[config.mk]
export PLATFORM = sky130hd
export DESIGN_NAME = ofsga_front
export DESIGN_NICKNAME = d
export VERILOG_FILES = /design/src/design/ofsga_pkg.sv /design/src/design/ofsga_front.sv
export SDC_FILE = /design/constraint.sdc
export NUM_CORES = 1
export LEC_CHECK = 0
export ABC_AREA = 0
export BUFFER_PORTS_ARGS = -buffer_cell sky130_fd_sc_hd__buf_2
export CORE_AREA = 2 2 170 172
export CTS_BUF_LIST = sky130_fd_sc_hd__clkbuf_4 sky130_fd_sc_hd__clkbuf_8 sky130_fd_sc_hd__clkbuf_16
export DETAILED_ROUTE_END_ITERATION = 16
export DIE_AREA = 0 0 172 174
export SYNTH_ARGS = -nofsm -noshare
export SYNTH_HDL_FRONTEND = slang
export SYNTH_SLANG_ARGS = --single-unit
[constraint.sdc]
create_clock -name clk -period 6.76 [get_ports clk]
set_input_delay 1.014 -clock clk [delete_from_list [all_inputs] [get_ports clk]]
set_output_delay 1.014 -clock clk [all_outputs]
set_load 0.01 [all_outputs]
[src/design/ofsga_pkg.sv]
`default_nettype none
package ofsga_pkg;

	// Configuration register indexes.
	typedef enum logic [2:0] {
		CFG_DELTA_LIMIT   = 3'd0,
		CFG_QUALITY_FLOOR = 3'd1,
		CFG_GAP_LIMIT     = 3'd2,
		CFG_MIN_WINDOW    = 3'd3,
		CFG_GAIN_X        = 3'd4,
		CFG_GAIN_Y        = 3'd5
	} cfg_idx_t;

	// Result status codes.
	typedef enum logic [3:0] {
		ST_ACCEPTED  = 4'd0,
		ST_FIRST     = 4'd1,
		ST_GAP       = 4'd2,
		ST_READFAIL  = 4'd3,
		ST_DELTA     = 4'd4,
		ST_QUALITY   = 4'd5,
		ST_MOTION    = 4'd6,
		ST_PUBLISHED = 4'd7,
		ST_NOT_READY = 4'd8
	} status_t;

	// What the back end has to do with a queued request.
	typedef enum logic [1:0] {
		KIND_REJECT  = 2'd0,
		KIND_SAMPLE  = 2'd1,
		KIND_PUBLISH = 2'd2
	} kind_t;

	localparam logic [7:0]  MotionValid = 8'hB0;
	localparam logic [19:0] UsecPerSec  = 20'd1000000;
	localparam int QueueDepth = 2;

	// Serial divider geometry: numerator up to 2^83, divisor up to 2^40.
	localparam int NumW     = 84;
	localparam int DivW     = 41;
	localparam int CntW     = 7;
	localparam logic [CntW-1:0] DivLast = CntW'(NumW - 1);

	typedef struct packed {
		logic [14:0]        delta_limit;
		logic [7:0]         quality_floor;
		logic [31:0]        gap_limit_us;
		logic [31:0]        min_window_us;
		logic signed [31:0] gain_x;
		logic signed [31:0] gain_y;
	} cfg_t;

	typedef struct packed {
		kind_t              kind;
		status_t            status;
		logic [31:0]        el;
		logic signed [15:0] dx;
		logic signed [15:0] dy;
		logic signed [31:0] gx;
		logic signed [31:0] gy;
		logic [7:0]         q;
	} entry_t;

endpackage
`default_nettype wire

[src/design/ofsga_front.sv]
`default_nettype none
module ofsga_front (
	input  wire logic               clk,
	input  wire logic               arst_n,
	input  wire logic               take,
	input  wire ofsga_pkg::cfg_t    cfg,
	input  wire logic               req_type,
	input  wire logic [31:0]        time_us,
	input  wire logic               read_ok,
	input  wire logic signed [15:0] delta_x,
	input  wire logic signed [15:0] delta_y,
	input  wire logic [7:0]         quality,
	input  wire logic [7:0]         motion_status,
	input  wire logic signed [31:0] gyro_x,
	input  wire logic signed [31:0] gyro_y,
	output ofsga_pkg::entry_t       entry
);

	logic [31:0] last_time_q;
	logic [31:0] el;
	logic [16:0] adx;
	logic [16:0] ady;
	logic [16:0] lim;
	logic        delta_bad;

	// Elapsed time and absolute deltas.
	assign el  = time_us - last_time_q;
	assign adx = delta_x[15] ? 17'(~{1'b1, delta_x} + 17'd1) : {1'b0, delta_x};
	assign ady = delta_y[15] ? 17'(~{1'b1, delta_y} + 17'd1) : {1'b0, delta_y};
	assign lim = {2'b00, cfg.delta_limit};
	assign delta_bad = (cfg.delta_limit != 15'd0) && (adx >= lim || ady >= lim);

	// Classify the request; the first failing gate sets the status.
	always_comb begin
		entry        = '0;
		entry.el     = el;
		entry.dx     = delta_x;
		entry.dy     = delta_y;
		entry.gx     = gyro_x;
		entry.gy     = gyro_y;
		entry.q      = quality;
		entry.kind   = ofsga_pkg::KIND_REJECT;
		entry.status = ofsga_pkg::ST_ACCEPTED;
		if (req_type) begin
			entry.kind = ofsga_pkg::KIND_PUBLISH;
		end else if (last_time_q == 32'd0) begin
			entry.status = ofsga_pkg::ST_FIRST;
		end else if (el == 32'd0 || el > cfg.gap_limit_us) begin
			entry.status = ofsga_pkg::ST_GAP;
		end else if (!read_ok) begin
			entry.status = ofsga_pkg::ST_READFAIL;
		end else if (delta_bad) begin
			entry.status = ofsga_pkg::ST_DELTA;
		end else if (quality < cfg.quality_floor) begin
			entry.status = ofsga_pkg::ST_QUALITY;
		end else if (motion_status != ofsga_pkg::MotionValid) begin
			entry.status = ofsga_pkg::ST_MOTION;
		end else begin
			entry.kind = ofsga_pkg::KIND_SAMPLE;
		end
	end

	// Every sample moves the stored timestamp.
	always_ff @(posedge clk or negedge arst_n) begin
		if (!arst_n) begin
			last_time_q <= '0;
		end else if (take && !req_type) begin
			last_time_q <= time_us;
		end
	end

endmodule
`default_nettype wire

==> results.cfg <==
[final_layout]
post_route_cells_drive_above_1_share_pct = 27.1
ff_latch_area_um2 = 801
largestRegisters = last_time_q (32)
register_name_with_the_most_flops = last_time_q
area_delta_synth_final_pct = 16.8
filler_cell_count = 3162
nets = 1469
multiInputGateArea_um2 = 4880
max_reg_flops = 32

[floorplanning]
die_y_um = 174
num_io_pins = 442
floorplan.rows = 62
floorplan.die_area_um2 = 29900
coreArea_um2 = 28200
die_x_um = 172
start_util_pct = 24.4

[setup_path]
worst_ep_arrival_time_ns = 5.46
timing.reg2reg.worst_path_depth = 1
cp_max_fo = 7
startpoint_type = input pin
setup.worst_path.end_class = primary output
timing.critical_path.required_ns = 5.75
worst_flop_to_flop_path_startpoint = last_time_q[0]
criticalPathCategory = in2out
worst_reg2reg_setup_slack_ns = 5.92
reg_to_reg_end = last_time_q[0]

[cts]
clock-root-buffer = sky130_fd_sc_hd__clkbuf_16
clock_sinks = 32
tritoncts.num_buffers = 5
cts_buffer_depth = 2
cts.htree.levels = 2
cts_tree = yes
clkLatencyLatePin_ns = 0.29
clkTransAtPathRegs_ns = 0.05

[global_route]
grt_start_max_net_pins = 63
globalRoute.totalOverflow = 0
first_global_vias = 6859
grt_first_pass_wirelength_um = 36900
antenna_violations_before_repair = 1
grt_util_all_layers_pct = 15.8

[sta]
timing.fmax_mhz = 154
tightestPinTransition_ns = 0.858
final_period_demand_of_the_worst_path_ns = 6.48
finClkSkew_ns = 0
worst_slew_margin_rel_pct = 42.0
finalMaxSlewViolations = 0
setup_viol = 0
hold_viol_final = 0
setup_tns_ns = 0
period_share_pct = 95.8
rsz0062_at_grt = no
fin_ws_ns = 0.284

[synth]
mappedNetlistArea_um2 = 6890
synth_top_family_by_area = compound AO/OA/AOI/OAI gates
fraction_of_synthesized_cell_area_in_xor_and_xnor_cells_pct = 5.98
synth_enable_flop_cells = 0
synth_top_cells_by_area = sky130_fd_sc_hd__ha_1 (19%), sky130_fd_sc_hd__dfrtp_1 (12%), sky130_fd_sc_hd__buf_4 (12%)
ys_async_sr_fraction_pct = 100
synth.yosys.warnings = 0
ys_dominant_reg_cell = sky130_fd_sc_hd__dfrtp_1
synth-compound-area-share_pct = 23.1
syn_nets = 1334
synth_seq_cells = 32
synth-seq-area-share_pct = 11.6
postSynthAreaPerCell_um2 = 7.40
synth.distinct_cells = 73
synth_largest_type_area_fraction_pct = 18.5
synthMuxAreaShare_pct = 0.927
simple_gate_fraction_of_synth_area_pct = 21.3
synth_adder_area_share_pct = 18.8
synth_top_cell_by_area = sky130_fd_sc_hd__ha_1
synthCells = 931

[min_path]
end_point_of_the_most_critical_hold_path = last_time_q[22]
min-delay-path-class = reg2reg
worstHoldPathCells = 2
worst_hold_startpoint = last_time_q[22]

[pwr]
fin_total_pwr_uw = 1600
power_density_nw_per_um2 = 199
max-vdd-ir-drop_uv = 101
leak_pwr_uw = 0.00395

[routing]
drtPass1Iterations = 5
routed_wire_length_per_instance_um = 16.6
viasPerCell = 4.83
first_iter_violations = 427
vias_post_dr = 7004
drc = 0
wirelength_um = 24100
final_antenna_net_count = 0

[place]
numPortBuffers = 216
post-place-ws_ns = 0.0989
gpl.final_weighted_congestion = 0.905
hpwl_detailed_um = 21000

[status]
run_status = complete, no violations

[flow_run]
cap_viol_max_count = 0
==> synth_stat cells (4+ instances only) <==
master / n
sky130_fd_sc_hd__nor4_1: 19
sky130_fd_sc_hd__a21o_1: 27
sky130_fd_sc_hd__a21oi_1: 48
sky130_fd_sc_hd__o31a_1: 4
sky130_fd_sc_hd__nor3_1: 19
sky130_fd_sc_hd__o41ai_1: 6
sky130_fd_sc_hd__nand2b_1: 12
sky130_fd_sc_hd__nand4_1: 18
sky130_fd_sc_hd__o21ai_1: 7
sky130_fd_sc_hd__a31oi_1: 6
sky130_fd_sc_hd__and3_1: 10
sky130_fd_sc_hd__nand3_1: 16
sky130_fd_sc_hd__or3_1: 10
sky130_fd_sc_hd__o21ai_0: 66
sky130_fd_sc_hd__inv_1: 102
sky130_fd_sc_hd__dfrtp_1: 32
sky130_fd_sc_hd__or4_1: 9
sky130_fd_sc_hd__a211oi_1: 11
sky130_fd_sc_hd__nand2_1: 77
sky130_fd_sc_hd__o211ai_1: 5
sky130_fd_sc_hd__nor2b_1: 10
sky130_fd_sc_hd__clkbuf_1: 13
sky130_fd_sc_hd__o31ai_1: 8
sky130_fd_sc_hd__xor2_1: 8
sky130_fd_sc_hd__nor2_1: 36
sky130_fd_sc_hd__buf_4: 106
sky130_fd_sc_hd__xnor2_1: 39
sky130_fd_sc_hd__a221oi_1: 4
sky130_fd_sc_hd__o21a_1: 12
sky130_fd_sc_hd__buf_2: 6
sky130_fd_sc_hd__a2111oi_0: 4
sky130_fd_sc_hd__a21oi_2: 5
sky130_fd_sc_hd__and2_1: 13
sky130_fd_sc_hd__ha_1: 102
sky130_fd_sc_hd__o21bai_1: 4
==> through the flow <==
step / cells / hold slack [ns] / utilization, % / area, um^2
after floorplan: 931 / 0.509 / - / 6890
after global placement: 1442 / 0.546 / 27.8 / 7850
after detailed placement: 1442 / 0.558 / 27.8 / 7850
after CTS: 1449 / 0.571 / 28.3 / 7990
after global routing: 1451 / 0.591 / 28.5 / 8050
final: 1451 / 0.562 / 28.5 / 8050
==> worst max path at each step <==
stage | startpoint | to | slack [ns] | cells after the start
floorplan | time_us[0] | entry[136] | 0.92 | 19
global placement | time_us[0] | entry[137] | 0.11 | 23
detailed placement | time_us[4] | entry[137] | 0.1 | 20
CTS | time_us[4] | entry[137] | 0.08 | 20
global route | time_us[16] | entry[137] | 0.04 | 20
finish | time_us[6] | entry[137] | 0.28 | 20
==> layout by cell type, fill, tap and decap left out, types with 6 or more instances in the layout <==
cell type and count:
sky130_fd_sc_hd__a31oi_1 6, sky130_fd_sc_hd__o21ai_1 7, sky130_fd_sc_hd__xnor2_1 39, sky130_fd_sc_hd__and2_1 13, sky130_fd_sc_hd__a21o_1 27, sky130_fd_sc_hd__ha_1 101, sky130_fd_sc_hd__nor3_1 19, sky130_fd_sc_hd__xor2_1 8
sky130_fd_sc_hd__nor2_1 36, sky130_fd_sc_hd__nor2b_1 8, sky130_fd_sc_hd__inv_1 102, sky130_fd_sc_hd__a21oi_1 47, sky130_fd_sc_hd__nor4_1 19, sky130_fd_sc_hd__o21a_1 12, sky130_fd_sc_hd__or4_1 9, sky130_fd_sc_hd__or3_1 10
sky130_fd_sc_hd__nand2b_1 12, sky130_fd_sc_hd__dfrtp_1 32, sky130_fd_sc_hd__nand2_1 77, sky130_fd_sc_hd__buf_4 37, sky130_fd_sc_hd__o31ai_1 8, sky130_fd_sc_hd__o41ai_1 6, sky130_fd_sc_hd__a211oi_1 11, sky130_fd_sc_hd__nand4_1 18
sky130_fd_sc_hd__buf_2 216, sky130_fd_sc_hd__o21ai_0 66, sky130_fd_sc_hd__and3_1 10, sky130_fd_sc_hd__nand3_1 16
==> timing repair <==
action	in CTS	in global routing
hold buffers	0	0
gates resized for setup	0	8
setup buffers	0	1
setup endpoints to repair	0	4
==> critical path: stages <==
cell	delay, ns
sky130_fd_sc_hd__buf_2	0.11
sky130_fd_sc_hd__ha_1	0.37
sky130_fd_sc_hd__a21oi_2	0.21
sky130_fd_sc_hd__o21ai_1	0.20
sky130_fd_sc_hd__nor2b_1	0.20
sky130_fd_sc_hd__or4_1	0.57
sky130_fd_sc_hd__a21o_1	0.20
sky130_fd_sc_hd__and2_1	0.21
sky130_fd_sc_hd__ha_1	0.30
sky130_fd_sc_hd__and4_1	0.20
sky130_fd_sc_hd__nand3_1	0.16
sky130_fd_sc_hd__nor2_1	0.11
sky130_fd_sc_hd__o21ai_0	0.15
sky130_fd_sc_hd__o21ai_0	0.16
sky130_fd_sc_hd__o31a_1	0.28
sky130_fd_sc_hd__nor4b_2	0.27
sky130_fd_sc_hd__buf_4	0.16
sky130_fd_sc_hd__o21ai_0	0.08
sky130_fd_sc_hd__o31a_1	0.35
sky130_fd_sc_hd__buf_2	0.17
==> logic make-up after synthesis <==
logic type	count (synthesis)
other cells	1
fa+ha+maj	103
flops	32
xor+xnor	47
buf+inv	227
simple gates	273
compound gates	242
mux	6
==> layout make-up <==
cell class / instances / area share [%]
clock buffers: 5 / 1.55
multi-input cells: 672 / 60.7
repair buffers: 253 / 16.9
clock inverters: 2 / 0.155
flip-flops and latches: 32 / 9.95
diodes: 1 / 0.0311
well taps: 384 / 5.97
inverters: 102 / 4.76
==> metal layers <==
metal	track usage [%]	routed length [um]	part of all wire (%)	vias up
li1	-	-	-	3506
met1	19.1	10000	41	3203
met2	28.1	11800	49	251
met3	2.50	1600	6.6	44
met4	5.67	719	3.0	0
met5	0	0	0	-
==> power breakdown <==
group	internal, uW	switching, uW
clock	134	92.2
sequential	217	15.6
combinational	481	662
Note: power is estimated with default switching activity, not from simulation.
