### config.mk
export PLATFORM = sky130hd
export DESIGN_NAME = ofsga_queue
export DESIGN_NICKNAME = d
export VERILOG_FILES = /design/src/design/ofsga_pkg.sv /design/src/design/ofsga_queue.sv
export SDC_FILE = /design/constraint.sdc
export NUM_CORES = 1
export LEC_CHECK = 0
export ABC_AREA = 0
export BUFFER_PORTS_ARGS = -buffer_cell sky130_fd_sc_hd__clkbuf_2
export CORE_UTILIZATION = 55
export DETAILED_ROUTE_END_ITERATION = 16
export PLACE_DENSITY = 0.83
export SYNTH_ARGS = -nofsm -noshare
export SYNTH_HDL_FRONTEND = slang
export SYNTH_SLANG_ARGS = --single-unit
### constraint.sdc
create_clock -name clk -period 23.2 [get_ports clk]
set_clock_uncertainty 0.05 [all_clocks]
set_input_delay 1.16 -clock clk [delete_from_list [all_inputs] [get_ports clk]]
set_output_delay 1.16 -clock clk [all_outputs]
set_load 0.02 [all_outputs]
### src/design/ofsga_pkg.sv
`default_nettype none
package ofsga_pkg;

	// Configuration register indexes.
	typedef enum logic [2:0] {
		CFG_DELTA_LIMIT   = 3'd0,
		CFG_QUALITY_FLOOR = 3'd1,
		CFG_GAP_LIMIT     = 3'd2,
		CFG_MIN_WINDOW    = 3'd3,
		CFG_GAIN_X        = 3'd4,
		CFG_GAIN_Y        = 3'd5
	} cfg_idx_t;

	// Result status codes.
	typedef enum logic [3:0] {
		ST_ACCEPTED  = 4'd0,
		ST_FIRST     = 4'd1,
		ST_GAP       = 4'd2,
		ST_READFAIL  = 4'd3,
		ST_DELTA     = 4'd4,
		ST_QUALITY   = 4'd5,
		ST_MOTION    = 4'd6,
		ST_PUBLISHED = 4'd7,
		ST_NOT_READY = 4'd8
	} status_t;

	// What the back end has to do with a queued request.
	typedef enum logic [1:0] {
		KIND_REJECT  = 2'd0,
		KIND_SAMPLE  = 2'd1,
		KIND_PUBLISH = 2'd2
	} kind_t;

	localparam logic [7:0]  MotionValid = 8'hB0;
	localparam logic [19:0] UsecPerSec  = 20'd1000000;
	localparam int QueueDepth = 2;

	// Serial divider geometry: numerator up to 2^83, divisor up to 2^40.
	localparam int NumW     = 84;
	localparam int DivW     = 41;
	localparam int CntW     = 7;
	localparam logic [CntW-1:0] DivLast = CntW'(NumW - 1);

	typedef struct packed {
		logic [14:0]        delta_limit;
		logic [7:0]         quality_floor;
		logic [31:0]        gap_limit_us;
		logic [31:0]        min_window_us;
		logic signed [31:0] gain_x;
		logic signed [31:0] gain_y;
	} cfg_t;

	typedef struct packed {
		kind_t              kind;
		status_t            status;
		logic [31:0]        el;
		logic signed [15:0] dx;
		logic signed [15:0] dy;
		logic signed [31:0] gx;
		logic signed [31:0] gy;
		logic [7:0]         q;
	} entry_t;

endpackage
`default_nettype wire

### src/design/ofsga_queue.sv
`default_nettype none
module ofsga_queue (
	input  wire logic              clk,
	input  wire logic              arst_n,
	input  wire logic              push,
	input  wire ofsga_pkg::entry_t din,
	input  wire logic              pop,
	output ofsga_pkg::entry_t      head,
	output logic                   full,
	output logic                   empty
);

	localparam int PtrW = $clog2(ofsga_pkg::QueueDepth);

	ofsga_pkg::entry_t slots_q [ofsga_pkg::QueueDepth];
	logic [PtrW-1:0]   wr_ptr_q;
	logic [PtrW-1:0]   rd_ptr_q;
	logic [PtrW:0]     count_q;

	assign head  = slots_q[rd_ptr_q];
	assign full  = count_q == (PtrW+1)'(ofsga_pkg::QueueDepth);
	assign empty = count_q == '0;

	// Pointers and fill count.
	always_ff @(posedge clk or negedge arst_n) begin
		if (!arst_n) begin
			wr_ptr_q <= '0;
			rd_ptr_q <= '0;
			count_q  <= '0;
		end else begin
			if (push) begin
				wr_ptr_q <= wr_ptr_q + 1'b1;
			end
			if (pop) begin
				rd_ptr_q <= rd_ptr_q + 1'b1;
			end
			if (push && !pop) begin
				count_q <= count_q + 1'b1;
			end else if (pop && !push) begin
				count_q <= count_q - 1'b1;
			end
		end
	end

	// Storage.
	always_ff @(posedge clk) begin
		if (push) begin
			slots_q[wr_ptr_q] <= din;
		end
	end

endmodule
`default_nettype wire

==> key figures, run 1 <==
STA
  • Period minus WS final: 3.80 ns
  • Hold Slack: 0.397 ns
  • Final period util: 16.4%
  • Slew headroom: roughly 30%
  • Final Slew Violations: 0
  • Worst-margin pin slew: 1.06 ns
  • Final hold violation count: 0
  • Setup_tns: 0 ns
  • RSZ-0062 raised after global routing: false
  • Highest Clock Rate: 263 MHz
  • Final setup viols: 0

Floorplan
  • IO Pins: 290
  • FP Rows: 50
  • Starting Density: a little under three fifths
  • Core Region: 18900 sq um
  • Die span in x: about 140 microns
  • Die Span Y: between 100 and 150 microns
  • Die footprint: 20000 sq um

Critical path
  • Reg2Reg Setup Slack: between 20 and 25 ns
  • Reg-to-Reg Start: wr_ptr_q
  • Worst Setup End Kind: output port
  • Worst reg2reg endpoint: slots_q[1][135]
  • Worst EP required: between 20 and 25 ns
  • Slowest CP cell: buf_4
  • Maximum fanout along the worst path: 66
  • Crit path launch type: flop
  • FF-to-FF path depth: 2
  • Worst path cell trace: buf_4 > mux2_2 > clkbuf_2
  • Crit. Startpoint: rd_ptr_q
  • CP max stage delay: 0.82 ns
  • Crit path DAT: 2.59 ns
  • Critical path class: flop to output port

Finish
  • Most frequent cells in the layout: clkbuf_2 (289), edfxtp_1 (284), mux2_2 (72)
  • Commonest non-fill, non-tap cell in the layout: clkbuf_2
  • Final std cells w/o fill: approximately 1000
  • Area delta synth->final: 23.7%
  • Area occupied by multi-input gates: 1950 sq um
  • Fillers: roughly 1200
  • Fin nets: between 900 and 1000
  • Layout cell share with drive strength beyond 1: about three fifths
  • Storage element area: roughly 8600 sq um

CTS
  • Cts-stage hold buffer count: 0
  • Total CTS buffers: 29
  • Post-cts sizing count: 0
  • Clock Pin Slew Worst Setup and Hold Paths: 0.06 ns
  • CTS H-tree lvls: 1
  • CTS tree: yes
  • Clock Latency Late Sink: 0.51 ns
  • Post-CTS setup repair buffer count: 0
  • Clock Tree Root: clkbuf_16
  • Clock sinks: approximately 290
  • Clk buf depth: 3

Global routing
  • Tot GR Track Use: 19.2%
  • First-pass GRT wire length: 29200 microns
  • Initial antenna violation count: 1
  • Largest net degree at the start of global routing: just under 80
  • Global route overflow: 0
  • Vias in the first global route: 5710

Worst hold path
  • Worst min-delay path category: input pin to async pin

Synth
  • Top post-synthesis cells by area: edfxtp_1 (80%), mux2_4 (9.8%), mux2_2 (7.6%)
  • Number of synthesis warnings: 0
  • Number of cells produced by synthesis: 458
  • Syn Nets: 605
  • Area share of the largest cell type after synthesis: 79.6%
  • Synthesized flop and latch total: 288
  • Synth area leader: edfxtp_1
  • Seq/Total Area, Yosys: between 80% and 90%
  • Synthesized cell area: 10700 sq um
  • Post-Syn Area per Cell: 23.4 sq um
  • Synth unique cells: 13

Routing
  • Post-DR wirelength/cell: 18.8 microns
  • Final ANT Viol Nets: 0
  • Via count: 5327
  • Metal-1 WL: ~7900 microns
  • Highest metal used: met4
  • DR iter-0 viols: 316
  • Via density: about 5.1
  • Met2 WL post-DR: 9800 microns
  • Final WL: 19700 microns
  • Pre-antenna DRT Iters: 4
  • DR DRC count: 0
  • Met3 WL: around 1600 microns

Power and ir drop
  • P_leak: around 5.3 nW
  • P_sw: roughly 540 uW
  • Power density over the cells: 128 nW/um^2
  • Comb power frac: 33.1%
  • Peak supply drop: 95.9 uV
  • Clock share of power: 24.3%
  • Internal power: 1.16 mW
  • Pwr Total: between 1.5 and 2 mW
  • Net Sw Frac: 31.6%
  • Reg power frac: 42.6%

Placed design
  • GPL Wtd Cong: between 0.7 and 0.8
  • Post-Place Cells: between 900 and 1000
  • IO buf count: 289
  • HPWL after DPL: around 13000 microns

Run status
  • Status: finished, final reports clean

Flow run
  • # Max-Cap Violations: 0
[through the flow]
stage          instance area, sq um  util (%)  setup WS, ns
2_1_floorplan                 10700         -         15.18
6_report                      13200      70.1         19.40
3_3_place_gp                  12400      65.6         19.77
5_1_grt                       13200      70.1         19.29
4_1_cts                       13200      70.1         19.36
3_5_place_dp                  12400      65.6         19.65
[worst max-delay path: cells and delay by family, from the launching register on]
kind	cells	cell delay (ns)
DFF	1	0.58
buffers and inverters	2	0.98
muxes	1	0.44
[synthesized netlist by cell type]
master / n
nor2b_1: 2
edfxtp_1: 284
buf_2: 7
ha_1: 1
xnor2_1: 1
xor2_1: 4
buf_6: 9
nor2_1: 2
and2_1: 1
dfrtp_1: 4
inv_1: 1
mux2_2: 72
mux2_4: 70
[sequential cells by signal, summed over array words and instances, names as in the netlist]
register / flops
rd_ptr_q: 1
slots_q: 284
count_q: 2
wr_ptr_q: 1
[cell families (layout without fill, tap and decap cells)]
logic type    after synthesis  after routing  synth area share [%]
flops                     288            288                  80.5
mux                       142            142                  17.4
buf+inv                    17            345                  1.31
xor+xnor                    5              5                 0.409
simple gates                5              5                 0.245
fa+ha+maj                   1              1                 0.117
other cells                 0              1                     0
[layout make-up]
cell class	instances	area share (%)
flip-flops and latches	288	65.2
multi-input cells	153	14.8
repair buffers	294	11.2
clock buffers	35	5.65
well taps	260	2.46
clock inverters	15	0.737
inverters	1	0.0283
diodes	1	0.0189
[power groups by stage]
stage / registers, mW / logic [mW] / clock network, mW
2_1_floorplan: 0.738 / 0.419 / 0
3_3_place_gp: 0.727 / 0.556 / 0
3_5_place_dp: 0.735 / 0.567 / 0
4_1_cts: 0.725 / 0.569 / 0.423
5_1_grt: 0.732 / 0.593 / 0.444
6_report: 0.724 / 0.562 / 0.413
[worst max-delay path by stage]
stage,endpoint,slack (ns),depth (start not counted)
3_3_place_gp,slots_q[1][121],19.77,3
6_report,head[19],19.40,3
5_1_grt,head[19],19.29,3
4_1_cts,head[19],19.36,3
2_1_floorplan,slots_q[0][0],15.18,1
3_5_place_dp,slots_q[1][83],19.65,3
[routing by layer]
metal	track usage (%)	up-vias
met5	0	-
met3	4.79	40
met1	22.9	2606
li1	-	2448
met2	33.8	233
met4	7.07	0
(Power assumes the default switching activity.)
==> run 2: changes to the inputs <==
Settings changed: ABC_AREA 0 to 1, CORE_UTILIZATION 55 to 52, PLACE_DENSITY 0.83 to 0.79.
Clock period 23.2 ns to 3.72 ns, I/O delays scaled along.
==> run 2 against run 1 <==
Compared with the run above:
- die area increased by 5.9%
- sequential share of layout area fell by 6.8 points
- synthesized area rose by 0.19%
- global-route usage rose by 2.4 points
- first-iteration DRC count fell by 0.95%
- clock power grew to 6.3 times the previous value
- largest power group unchanged
==> key figures, run 2 <==
Global routing
  • Global route overflow: 0
  • Largest net degree at the start of global routing: 85
  • Vias in the first global route: 6622
  • First-pass GRT wire length: 35100 microns
  • Tot GR Track Use: 21.6%
  • Initial antenna violation count: 0

Placed design
  • IO buf count: 289
  • GPL Wtd Cong: 0.832
  • HPWL after DPL: 13400 microns

STA
  • Final Slew Violations: 0
  • Worst-margin pin slew: 1.15 ns
  • Period minus WS final: 2.81 ns
  • Slew headroom: 23.5%
  • Final hold violation count: 0
  • Setup_tns: 0 ns
  • Highest Clock Rate: 356 MHz
  • RSZ-0062 raised after global routing: false
  • Final period util: 75.5%
  • Hold Slack: ~0.32 ns
  • Final setup viols: 0

Synth
  • Top FF cell, synth: edfxtp_1
  • Synth unique cells: 14
  • Syn Nets: 614
  • Fraction of registers with async set or reset after synthesis: 1.39%
  • Seq/Total Area, Yosys: 80.4%
  • Cell with the most instances after synthesis: edfxtp_1
  • Synthesized cell area: 10700 sq um
  • Commonest cells post-synth: edfxtp_1 (284), mux2_2 (72), mux2_4 (70), buf_6 (9)
  • Post-Syn Area per Cell: 23.0 sq um
  • Number of synthesis warnings: 0
  • Area share of the largest cell type after synthesis: 79.5%
  • Synth area leader: edfxtp_1
  • Synthesized flop and latch total: 288
  • Post-synth EDFFs: 284
  • Top post-synthesis cells by area: edfxtp_1 (79%), mux2_4 (9.8%), mux2_2 (7.6%)
  • Number of cells produced by synthesis: 467

CTS
  • CTS tree: yes
  • Clock Tree Root: clkbuf_16
  • Clk buf depth: 3
  • CTS H-tree lvls: 1
  • Total CTS buffers: 28
  • Clock sinks: 288
  • Post-CTS setup repair buffer count: 0
  • Clock Pin Slew Worst Setup and Hold Paths: 0.06 ns
  • Clock Latency Late Sink: 0.54 ns

Finish
  • Fin nets: 1071
  • Commonest non-fill, non-tap cell in the layout: clkbuf_2
  • Max FFs per register: 284
  • Area delta synth->final: 37.9%
  • Largest regs: slots_q x284, count_q x2
  • Layout cell share with drive strength beyond 1: 50.7%
  • Core Util, Final: between 70% and 80%
  • Most frequent cells in the layout: clkbuf_2 (289), edfxtp_1 (284), dlygate4sd3_1 (146)
  • Top reg by flops: slots_q
  • Antenna Cells: 0

Critical path
  • Maximum fanout along the worst path: between 60 and 70
  • Worst EP required: 3.48 ns
  • Critical path class: flop to output port
  • Crit path DAT: 2.57 ns
  • Crit path launch type: flop
  • Worst Setup End Kind: output port

Worst hold path
  • Worst min-delay path category: input pin to flop

Routing
  • Via count: 6071
  • Post-DR wirelength/cell: 19.0 microns
  • DR iter-0 viols: 313
  • DR DRC count: 0
  • Final WL: 23100 microns
  • Final ANT Viol Nets: 0
  • Pre-antenna DRT Iters: 4
  • Via density: 5.00

Power and ir drop
  • Peak supply drop: between 500 and 600 uV
  • P_leak: 5.92 nW
  • Power density over the cells: 732 nW/um^2

Floorplan
  • Die span in x: 146 microns
  • Die footprint: 21200 sq um
  • Starting Density: 53.0%
  • Die Span Y: ~150 microns
  • IO Pins: 290
  • Core Region: 20200 sq um
  • FP Rows: 52

Flow run
  • # Max-Cap Violations: 0

Run status
  • Status: finished, final reports clean
==> run 2: logic make-up (layout without fill, tap and decap cells) <==
| family | count (synthesis) | after routing | synth area share (%) |
|---|---|---|---|
| xor gates and xnor gates | 3 | 3 | 0.245 |
| adders and majority gates | 1 | 1 | 0.117 |
| buffers and inverters | 23 | 501 | 1.52 |
| DFF | 288 | 288 | 80.4 |
| muxes | 142 | 142 | 17.3 |
| and+or+nand+nor | 10 | 10 | 0.385 |
==> run 2: routing by layer <==
metal	wire [microns]	vias up	GRT usage [%]
met4	513	0	6.37
met2	12200	274	39.2
met3	1500	48	4.42
li1	-	2759	-
met5	0	-	0
met1	8880	2990	25.8
==> run 2: where the power goes <==
part | leakage, nW | internal (mW) | switching [mW]
combinational | 2.80 | 1.57 | 2.03
sequential | 2.71 | 4.31 | 0.316
clock | 0.409 | 1.45 | 1.14
total | 5.92 | 7.34 | 3.49
==> run 2: timing repair <==
| item | in CTS | in global routing |
|---|---|---|
| hold buffers | 146 | 0 |
| endpoints found under the hold margin | 290 | 0 |
| gates resized for setup | 0 | 0 |
| setup endpoints to repair | 0 | 0 |
==> run 2: path summary, 6_finish.rpt <==
path	startpoint	end	slack, ns	cells past startpoint
min reg2reg	count_q[1]	count_q[1]	0.47	2
max	rd_ptr_q	head[0]	0.91	3
min	din[119]	slots_q[1][119]	0.32	2
min in group asynchronous	arst_n	wr_ptr_q	0.53	3
max reg2reg	wr_ptr_q	slots_q[1][48]	1.71	3
max in group asynchronous	arst_n	rd_ptr_q	2.91	3
==> run 2: cell type report <==
class	instances	area (sq um)
Fill cell	1186	5440
Multi-Input combinational cell	156	1950
Clock buffer	35	727
Timing Repair Buffer	443	3010
Sequential cell	288	8630
Clock inverter	16	114
Inverter	7	31.3
Tap cell	270	338
==> run 2: metrics by stage <==
| step | total power [mW] | area [sq um] | cells | setup slack (ns) |
|---|---|---|---|---|
| global placement | 8.04 | 12500 | 1018 | 1.56 |
| CTS | 10.8 | 14800 | 1215 | 0.894 |
| detailed placement | 8.15 | 12500 | 1018 | 1.49 |
| finish | 10.8 | 14800 | 1215 | 0.911 |
| floorplan | 7.16 | 10700 | 467 | -0.0407 |
| global route | 11.2 | 14800 | 1215 | 0.823 |
==> run 2: worst max-delay path: stages (launching register included) <==
cell	delay, ns
dfrtp_4	1.01
buf_12	0.38
mux2_2	0.39
clkbuf_2	0.16
